File: src/vtse_pkg.sv
// Shared types and constants for the VLAN tag stack editor.
package vtse_pkg;

    // Default stack depth
    localparam int MAX_TAGS_DEF = 8;

    // Fixed field widths
    localparam int COUNT_W = 4;
    localparam int INDEX_W = 4;
    localparam int VID_W   = 13;
    localparam int COS_W   = 4;
    localparam int TAG_W   = 32;

    // Tag layout: {TPID, CoS[2:0], CFI, VLAN[11:0]}
    localparam logic [15:0]        TPID      = 16'h8100;
    localparam int                 CFI_POS   = 12;
    localparam logic [VID_W-1:0]   VLAN_MAX  = 13'd4095;
    localparam logic [COS_W-1:0]   COS_MAX   = 4'd7;

    typedef logic [TAG_W-1:0] t_tag;

    typedef enum logic [1:0] {
        REQ_WRITE   = 2'd0,
        REQ_REMOVE  = 2'd1,
        REQ_SET_CFI = 2'd2,
        REQ_CLR_CFI = 2'd3
    } t_req_type;

    typedef struct packed {
        t_req_type          req_type;
        logic [INDEX_W-1:0] tag_index;
        logic               update_count;
        logic [VID_W-1:0]   vlan_id;
        logic [COS_W-1:0]   cos;
    } t_request;

    typedef struct packed {
        logic               error;
        logic [COUNT_W-1:0] tag_count;
        t_tag               tag_word;
    } t_result;

endpackage

File: src/vtse_edit.sv
// Combinational edit of the tag stack for one request.
module vtse_edit import vtse_pkg::*; #(
    parameter int MAX_TAGS = MAX_TAGS_DEF
) (
    input  t_request           i_req,
    input  t_tag               i_store [MAX_TAGS],
    input  logic [COUNT_W-1:0] i_count,
    output t_tag               o_store [MAX_TAGS],
    output logic [COUNT_W-1:0] o_count,
    output t_result            o_result
);

    t_tag               ext [MAX_TAGS+1];
    t_tag               new_tag;
    logic               slot_ok;
    logic               field_ok;
    logic               pos_ok;
    logic [INDEX_W-1:0] idx;
    logic [INDEX_W-1:0] idx_m1;
    t_tag               sel_idx;
    t_tag               sel_m1;
    t_tag               cfi_tag;

    always_comb begin
        idx      = i_req.tag_index;
        idx_m1   = idx - INDEX_W'(1);
        new_tag  = {TPID, i_req.cos[2:0], 1'b0, i_req.vlan_id[11:0]};
        slot_ok  = idx < INDEX_W'(MAX_TAGS);
        field_ok = (i_req.vlan_id <= VLAN_MAX) && (i_req.cos <= COS_MAX);
        // 1-based position inside the counted stack
        pos_ok   = (idx != '0) && (idx <= i_count);

        // Extend the stack by one empty slot so that shifting down stays in range
        for (int s = 0; s < MAX_TAGS; s++) begin
            ext[s] = i_store[s];
        end
        ext[MAX_TAGS] = '0;

        // Pick the words at the addressed slot and the one below it
        sel_idx = '0;
        sel_m1  = '0;
        for (int s = 0; s < MAX_TAGS; s++) begin
            if (INDEX_W'(s) == idx) begin
                sel_idx = i_store[s];
            end
            if (INDEX_W'(s) == idx_m1) begin
                sel_m1 = i_store[s];
            end
        end
        cfi_tag = sel_m1;
        cfi_tag[CFI_POS] = (i_req.req_type == REQ_SET_CFI);

        // Hold by default
        for (int s = 0; s < MAX_TAGS; s++) begin
            o_store[s] = i_store[s];
        end
        o_count  = i_count;
        o_result = '{error: 1'b0, tag_count: '0, tag_word: '0};

        unique case (i_req.req_type)
            REQ_WRITE: begin
                if (!slot_ok) begin
                    o_result.error = 1'b1;
                end else if (!field_ok) begin
                    o_result.error    = 1'b1;
                    o_result.tag_word = sel_idx;
                end else begin
                    for (int s = 0; s < MAX_TAGS; s++) begin
                        if (INDEX_W'(s) == idx) begin
                            o_store[s] = new_tag;
                        end
                    end
                    if (i_req.update_count) begin
                        o_count = COUNT_W'(idx) + COUNT_W'(1);
                    end
                    o_result.tag_word = new_tag;
                end
            end
            REQ_REMOVE: begin
                if (idx == '0) begin
                    o_count = '0;
                end else if (idx > i_count) begin
                    o_result.error = 1'b1;
                end else begin
                    // Shift the later tags down by one; the top slot keeps its word
                    for (int s = 0; s < MAX_TAGS; s++) begin
                        if ((INDEX_W'(s + 1) >= idx) && (COUNT_W'(s + 1) < i_count)) begin
                            o_store[s] = ext[s+1];
                        end
                    end
                    o_count = i_count - COUNT_W'(1);
                    if (idx < i_count) begin
                        o_result.tag_word = sel_idx;
                    end
                end
            end
            REQ_SET_CFI, REQ_CLR_CFI: begin
                if (!pos_ok) begin
                    o_result.error = 1'b1;
                end else begin
                    for (int s = 0; s < MAX_TAGS; s++) begin
                        if (INDEX_W'(s) == idx_m1) begin
                            o_store[s] = cfi_tag;
                        end
                    end
                    o_result.tag_word = cfi_tag;
                end
            end
            default: begin
                o_result.error = 1'b1;
            end
        endcase

        o_result.tag_count = o_count;
    end

endmodule

File: src/vlan_tag_stack_editor_top.sv
// Top level of the VLAN tag stack editor: input register, stack state, result register.
// A word is held in the input register while its stack edit is made, then its result in the result register.
// Throughput: one word per cycle while i_out_stall is low; the stack edit is combinational.
// Each word sees the stack as left by the word before it.
// Reset (synchronous, active low) empties both registers, clears every tag and the count.
module vlan_tag_stack_editor_top import vtse_pkg::*; #(
    parameter int MAX_TAGS = MAX_TAGS_DEF
) (
    input  logic               i_clk,
    input  logic               i_rst_n,
    input  logic               i_in_valid,
    output logic               o_in_stall,
    input  logic [1:0]         i_req_type,
    input  logic [INDEX_W-1:0] i_tag_index,
    input  logic               i_update_count,
    input  logic [VID_W-1:0]   i_vlan_id,
    input  logic [COS_W-1:0]   i_cos,
    output logic               o_out_valid,
    input  logic               i_out_stall,
    output logic               o_error,
    output logic [COUNT_W-1:0] o_tag_count,
    output logic [TAG_W-1:0]   o_tag_word
);

    logic               r_in_valid;
    t_request           r_req;
    t_tag               r_store [MAX_TAGS];
    logic [COUNT_W-1:0] r_count;
    logic               r_out_valid;
    t_result            r_result;

    t_tag               n_store [MAX_TAGS];
    logic [COUNT_W-1:0] n_count;
    t_result            n_result;

    logic               out_free;
    logic               fire;
    logic               in_free;

    // Advance when the result register is empty or being drained
    assign out_free   = !r_out_valid || !i_out_stall;
    assign fire       = r_in_valid && out_free;
    assign in_free    = !r_in_valid || fire;
    assign o_in_stall = !in_free;

    // Input register
    always_ff @(posedge i_clk) begin
        if (!i_rst_n) begin
            r_in_valid <= 1'b0;
        end else if (in_free) begin
            r_in_valid <= i_in_valid;
        end
        if (in_free && i_in_valid) begin
            r_req <= '{req_type:     t_req_type'(i_req_type),
                       tag_index:    i_tag_index,
                       update_count: i_update_count,
                       vlan_id:      i_vlan_id,
                       cos:          i_cos};
        end
    end

    // Edit the stack for the held word
    vtse_edit #(
        .MAX_TAGS (MAX_TAGS)
    ) u_edit (
        .i_req    (r_req),
        .i_store  (r_store),
        .i_count  (r_count),
        .o_store  (n_store),
        .o_count  (n_count),
        .o_result (n_result)
    );

    // Stack state
    always_ff @(posedge i_clk) begin
        if (!i_rst_n) begin
            for (int s = 0; s < MAX_TAGS; s++) begin
                r_store[s] <= '0;
            end
            r_count <= '0;
        end else if (fire) begin
            r_store <= n_store;
            r_count <= n_count;
        end
    end

    // Result register
    always_ff @(posedge i_clk) begin
        if (!i_rst_n) begin
            r_out_valid <= 1'b0;
        end else if (out_free) begin
            r_out_valid <= r_in_valid;
        end
        if (fire) begin
            r_result <= n_result;
        end
    end

    assign o_out_valid = r_out_valid;
    assign o_error     = r_result.error;
    assign o_tag_count = r_result.tag_count;
    assign o_tag_word  = r_result.tag_word;

endmodule

File: config.mk
export PLATFORM = sky130hd
export DESIGN_NAME = vlan_tag_stack_editor_top
export DESIGN_NICKNAME = d
export VERILOG_FILES = /design/src/vtse_pkg.sv /design/src/vtse_edit.sv /design/src/vlan_tag_stack_editor_top.sv
export SDC_FILE = /design/constraint.sdc
export NUM_CORES = 1
export LEC_CHECK = 0
export ABC_AREA = 1
export BUFFER_PORTS_ARGS = -buffer_cell sky130_fd_sc_hd__buf_2
export CORE_MARGIN = 5
export CORE_UTILIZATION = 40
export DETAILED_ROUTE_END_ITERATION = 8
export PLACE_DENSITY_LB_ADDON = 0.25
export SYNTH_ARGS = -nofsm -noshare
export SYNTH_HDL_FRONTEND = slang
export SYNTH_SLANG_ARGS = --single-unit
File: constraint.sdc
create_clock -name i_clk -period 5.1 [get_ports i_clk]
set_input_delay 0.255 -clock i_clk [delete_from_list [all_inputs] [get_ports i_clk]]
set_output_delay 0.255 -clock i_clk [all_outputs]
set_load 0.05 [all_outputs]
# == Word-level counts from Yosys, hierarchy flattened ==
# Index checks and enable logic that the tools add are counted.
# totals
rom_bits,0
latch_bits,0
output_inout_bits,39
mem_count,0
ram_bits,0
regBits,323
# op_classes
shift,0
n_eq_ne,46
n_reduce_logical,31
div,0
multipliers,0
addsub,3
magnitude_cmp,22
mux,65
n_bitwise,0
# op_table
cell,n
2-to-1 mux 32 bit,46
2-to-1 mux 256 bit,5
case mux 256 bit (3 select lines),1
case mux 32 bit (3 select lines),1
AND reduction 9 bit,8
!= test 2 x 1 -> 1 bit (second input constant),27
== test 3 x 4 -> 1 bit (first input constant),8
2-to-1 mux 4 bit,5
== test 2 x 4 -> 1 bit (first input constant),4
>= comparator 3 x 4 -> 1 bit (first input constant),4
less-than comparator 3 x 4 -> 1 bit (first input constant),4
<= comparator 13 x 12 -> 1 bit (second input constant),1
logical AND 1 bit,12
== test 1 x 4 -> 1 bit (first input constant),2
>= comparator 2 x 4 -> 1 bit (first input constant),2
zero test 4 bit,2
less-than comparator 2 x 4 -> 1 bit (first input constant),2
case mux 4 bit (2 select lines),1
subtractor 4 x 1 -> 4 bit (second input constant),2
2-to-1 mux 1 bit,5
adder 4 x 1 -> 4 bit (second input constant),1
== test 2 bit (second input constant),2
>= comparator 1 x 4 -> 1 bit (first input constant),1
>= comparator 4 bit (first input constant),1
other kinds (15),20

# == Logic depth before layout (Yosys ltp) ==
# logic_depth
word_depth,13
mapped_depth,20
mapped_depth_nobuf,19

# == Cells and area by module ==
# From an unflattened synthesis, not the netlist that was laid out.
# unflattened
cells_unflattened,4977
area_unflattened_um2,28638.7
# by_module_without_submodules
module,instances,cells_per_inst,seq_area_each_um2,area_each_um2
vtse_edit,1,3199,0.0,15094.5
vlan_tag_stack_editor_top,1,1778,7076.8,13544.2

# == Worst setup path after synthesis ==
# Ideal clock, no wire load.
# synth_path
path_type,reg-to-reg
from,"register r_out_valid, in the netlist o_out_valid"
to,register r_store[38] in the netlist's numbering
path_stages_with_launch,12
setup_time_ps,113
t_arrival_ps,3832
period_less_slack_ps,3945
path_slack_ps,1155
t_required_ps,4987
cell_sequence,dfxtp_1 > nand2_1 > inv_1 > nor2_1 > inv_1 > a211oi_1 > nand2_1 > inv_2 > buf_2 > o21ai_0 > o21ai_1 > inv_1
# synth_between
elab_chain_cells,4
# synth_rtl
element,line,rtl
from (decl),vlan_tag_stack_editor_top.sv:29,logic r_out_valid;
from (signal assigned),vlan_tag_stack_editor_top.sv:92,r_out_valid <= r_in_valid;
zero test 1 bit,vlan_tag_stack_editor_top.sv:41,assign out_free = !r_out_valid || !i_out_stall;
logical OR 1 bit,vlan_tag_stack_editor_top.sv:41,
logical AND 1 bit,vlan_tag_stack_editor_top.sv:42,assign fire = r_in_valid && out_free;
via fire,vlan_tag_stack_editor_top.sv:37,logic fire;
AND reduction 9 bit (no line),--,
to (signal assigned),vlan_tag_stack_editor_top.sv:82,r_store <= n_store;
to (decl),vlan_tag_stack_editor_top.sv:27,t_tag r_store [MAX_TAGS];
# The timed path passes the listed nets, and every way through them passes these cells.
# A chain may end at the register's enable or synchronous reset.

# == Final worst setup path ==
# layout_path
from,register r_req[18] in the netlist's numbering
to,register r_store[238] in the netlist's numbering
# layout_between
elab_chain_cells,13
# layout_rtl
element,line,rtl
from (decl),vlan_tag_stack_editor_top.sv:26,t_request r_req;
from (signal assigned),vlan_tag_stack_editor_top.sv:54,"r_req <= '{req_type: t_req_type'(i_req_type),"
subtractor 4 x 1 -> 4 bit,vtse_edit.sv:26,idx_m1 = idx - INDEX_W'(1);
zero test 4 bit,"vtse_edit.sv:46, vtse_edit.sv:102",
2-to-1 mux 32 bit (8 in series),vtse_edit.sv:46,if (INDEX_W'(s) == idx_m1) begin
2-to-1 mux 32 bit,vtse_edit.sv:102,if (INDEX_W'(s) == idx_m1) begin
2-to-1 mux 256 bit,vtse_edit.sv:98,if (!pos_ok) begin
case mux 256 bit (3 select lines),vtse_edit.sv:60,unique case (i_req.req_type)
# Parallel ways exist; a longest one is shown, timed or not. The select of a mux whose other input is x is not followed.

==> impl_metrics.ini <==
[final_layout]
layout.nets = 2976
drive_above_1_share_pct = 8.04
diodes = 0
multi_input_area_sq_mm = 0.00982
stdcell_area_sq_mm = 0.0215
seqCellArea_sq_mm = 0.00708
area_growth_syn_to_layout_pct = 11.4
nFillCells = 4869

[floorplanning]
die_area_sq_mm = 0.0528
start_util_pct = 40.4
coreArea_sq_mm = 0.0477
num_io_pins = 67
die_x_microns = 230
die_h_microns = 230
rows = 80

[place]
hpwl_microns = 44200
io_buffers = 66
placed_area_sq_mm = 0.0200
gp_congestion = 0.900

[clock_network]
clock_sinks = 323
cts_resized = 0
h-tree-depth = 2
clock_path_buffers = 3
cts_setup_buffers = 0
cts_hold_buf = 26
cts_made_buffers = 38
clk_pin_slew_worst_paths_ns = 0.06
cts_tree = done
clock_latency_ns = 0.57
root_buffer = clkbuf_16

[pwr]
power_density_mw_per_mm2 = 299
p_leak_uw = 0.00934
peakVddDrop_v = 0.000195

[timing]
rsz0062_at_grt = false
setup_viol = 0
finalCritPeriodShare_pct = 79.0
fin_crit_ns = 4.03
fin_tns_setup_ns = 0
hold_violations = 0
slew_headroom_pct = 14.0
fmax_mhz = 248
maxSlewViolCount = 0
worst_pin_slew_ns = 1.29
finalClockSkew_ns = 0.0196

[critical_path]
critPathMaxFanout = 42
cp-end-kind = flip-flop
worstPathRequired_ns = 5.55
path_class = flip-flop to flip-flop
start_kind = flip-flop
worstPathArrival_ns = 4.48

[hold_path]
hp-class = primary input to flip-flop

[global_routing]
grtUsageTotal_pct = 26.8
antenna_found_initial = 1
grt_pass1_wl_microns = 113000
first_global_vias = 19393
grt_start_max_net_pins = 192
grt_overflow_total = 0

[logic_synthesis]
yosysWarnings = 0
syn_area_sq_mm = 0.0193
yosysSeqAreaShare_pct = 36.7
syn_nets = 2998
syn_area_per_cell_sq_um = 6.53
syn_inst = 2956
synth.distinct_cells = 48
ys_seq_elements = 323

[detailed_routing]
drt_iter0_markers = 2610
wl_microns = 73600
vias = 20682
post_drt_wl_per_cell_microns = 20.6
drc_errors = 0
antenna_left = 0
drtPass1Iterations = 6
routed_via_density = 5.78

[run]
drv_cap = 0

[run_status]
status = finished clean
cells in the final DEF (no fill, tap or decap), types with 7 or more instances in the layout:
cell	count
o221ai_1	7
inv_1	390
nand2_2	11
clkbuf_8	7
buf_4	47
inv_2	24
nand2_1	526
nand4_1	46
nand3_1	217
o21bai_1	19
ha_1	14
dlygate4sd3_1	26
a21oi_1	439
o211ai_1	15
a31oi_1	14
o22ai_1	17
clkbuf_1	10
o21ai_1	78
buf_2	65
edfxtp_1	61
nor2_1	138
o21ai_0	405
clkinv_1	9
dfxtp_1	262
clkbuf_16	41
nor3_1	14
report_power, final:
group,switching [uW],internal [uW]
registers,66.8,2690
clock network,1140,1620
logic,683,229
total,1890,4540
metrics by stage:
step / utilization (%) / cells / setup WS [ns] / power, uW / hold slack, ns
floorplan: - / 2956 / 1.16 / 3390 / 0.354
global placement: 41.9 / 3483 / 1.29 / 3670 / 0.432
detailed placement: 41.9 / 3483 / 1.19 / 3680 / 0.433
CTS: 45.0 / 3577 / 1.18 / 6440 / 0.213
global route: 45.0 / 3577 / 0.850 / 6670 / 0.258
finish: 45.0 / 3577 / 1.07 / 6430 / 0.252
cell usage after synthesis, drive strengths merged:
library cell  instances  share of area [%]
a211oi                3               0.14
a21oi               441                 11
a221oi                2               0.12
a22oi                 5               0.19
a31oi                14               0.45
buf                  77                2.0
clkbuf              127                2.5
clkinv                5              0.097
dfxtp               262                 27
edfxtp               61                9.5
ha                   14               0.91
inv                 416                8.1
nand2               538                 11
nand3               223                6.0
nand4                47                1.6
nor2                150                3.3
nor3                 18               0.67
o211ai               15               0.58
o21a                  4               0.16
o21ai               484                 13
o21bai               19               0.74
o221ai                7               0.32
o22ai                17               0.55
o311ai                1              0.045
or2                   3              0.097
xnor2                 1               0.14
xor2                  2              0.091
sequential cells by signal, indices dropped and copies added, names as in the netlist:
register,flops
o_tag_word,32
r_store,256
o_error,1
r_count,4
r_req,24
o_out_valid,1
r_in_valid,1
o_tag_count,4
cell type report:
cell class | count | share of cell area [%]
Timing Repair Buffer | 142 | 4.74
Multi-Input combinational cell | 2008 | 45.7
Clock buffer | 58 | 5.39
Inverter | 421 | 7.36
Sequential cell | 323 | 32.9
Clock inverter | 10 | 0.349
Tap cell | 615 | 3.58
cells by family after synthesis:
group / share of synthesized area, %
compound gates: 27.3
simple gates: 22.2
buf+inv: 12.7
flops: 36.7
fa+ha+maj: 0.907
xor+xnor: 0.233
layer usage:
layer	global-route usage, %	up-vias	routed length, microns
met2	41.4	1246	32500
li1	-	9791	-
met5	0	-	0
met3	6.00	212	7930
met1	36.1	9433	30400
met4	11.6	0	2800
worst max-delay path: stages, from the launching register on:
cell	delay (ns)
edfxtp_1	0.44
inv_1	0.21
ha_1	0.37
xnor2_4	0.51
nand2_2	0.22
nor2_8	0.35
inv_2	0.18
nand2_1	0.12
inv_2	0.06
nor3_2	0.24
o21ai_4	0.37
inv_2	0.51
nand2_1	0.09
o21ai_1	0.15
inv_1	0.05
worst paths after layout:
path	startpoint	end	slack, ns	cells after the start
setup / recovery	r_req[18]	r_store[238]	1.07	14
hold / removal	i_rst_n	r_store[93]	0.25	3
setup reg to reg	r_req[18]	r_store[238]	1.07	14
hold reg to reg	r_store[252]	r_store[252]	0.47	2
No activity file was read; power rests on OpenSTA's default activity.
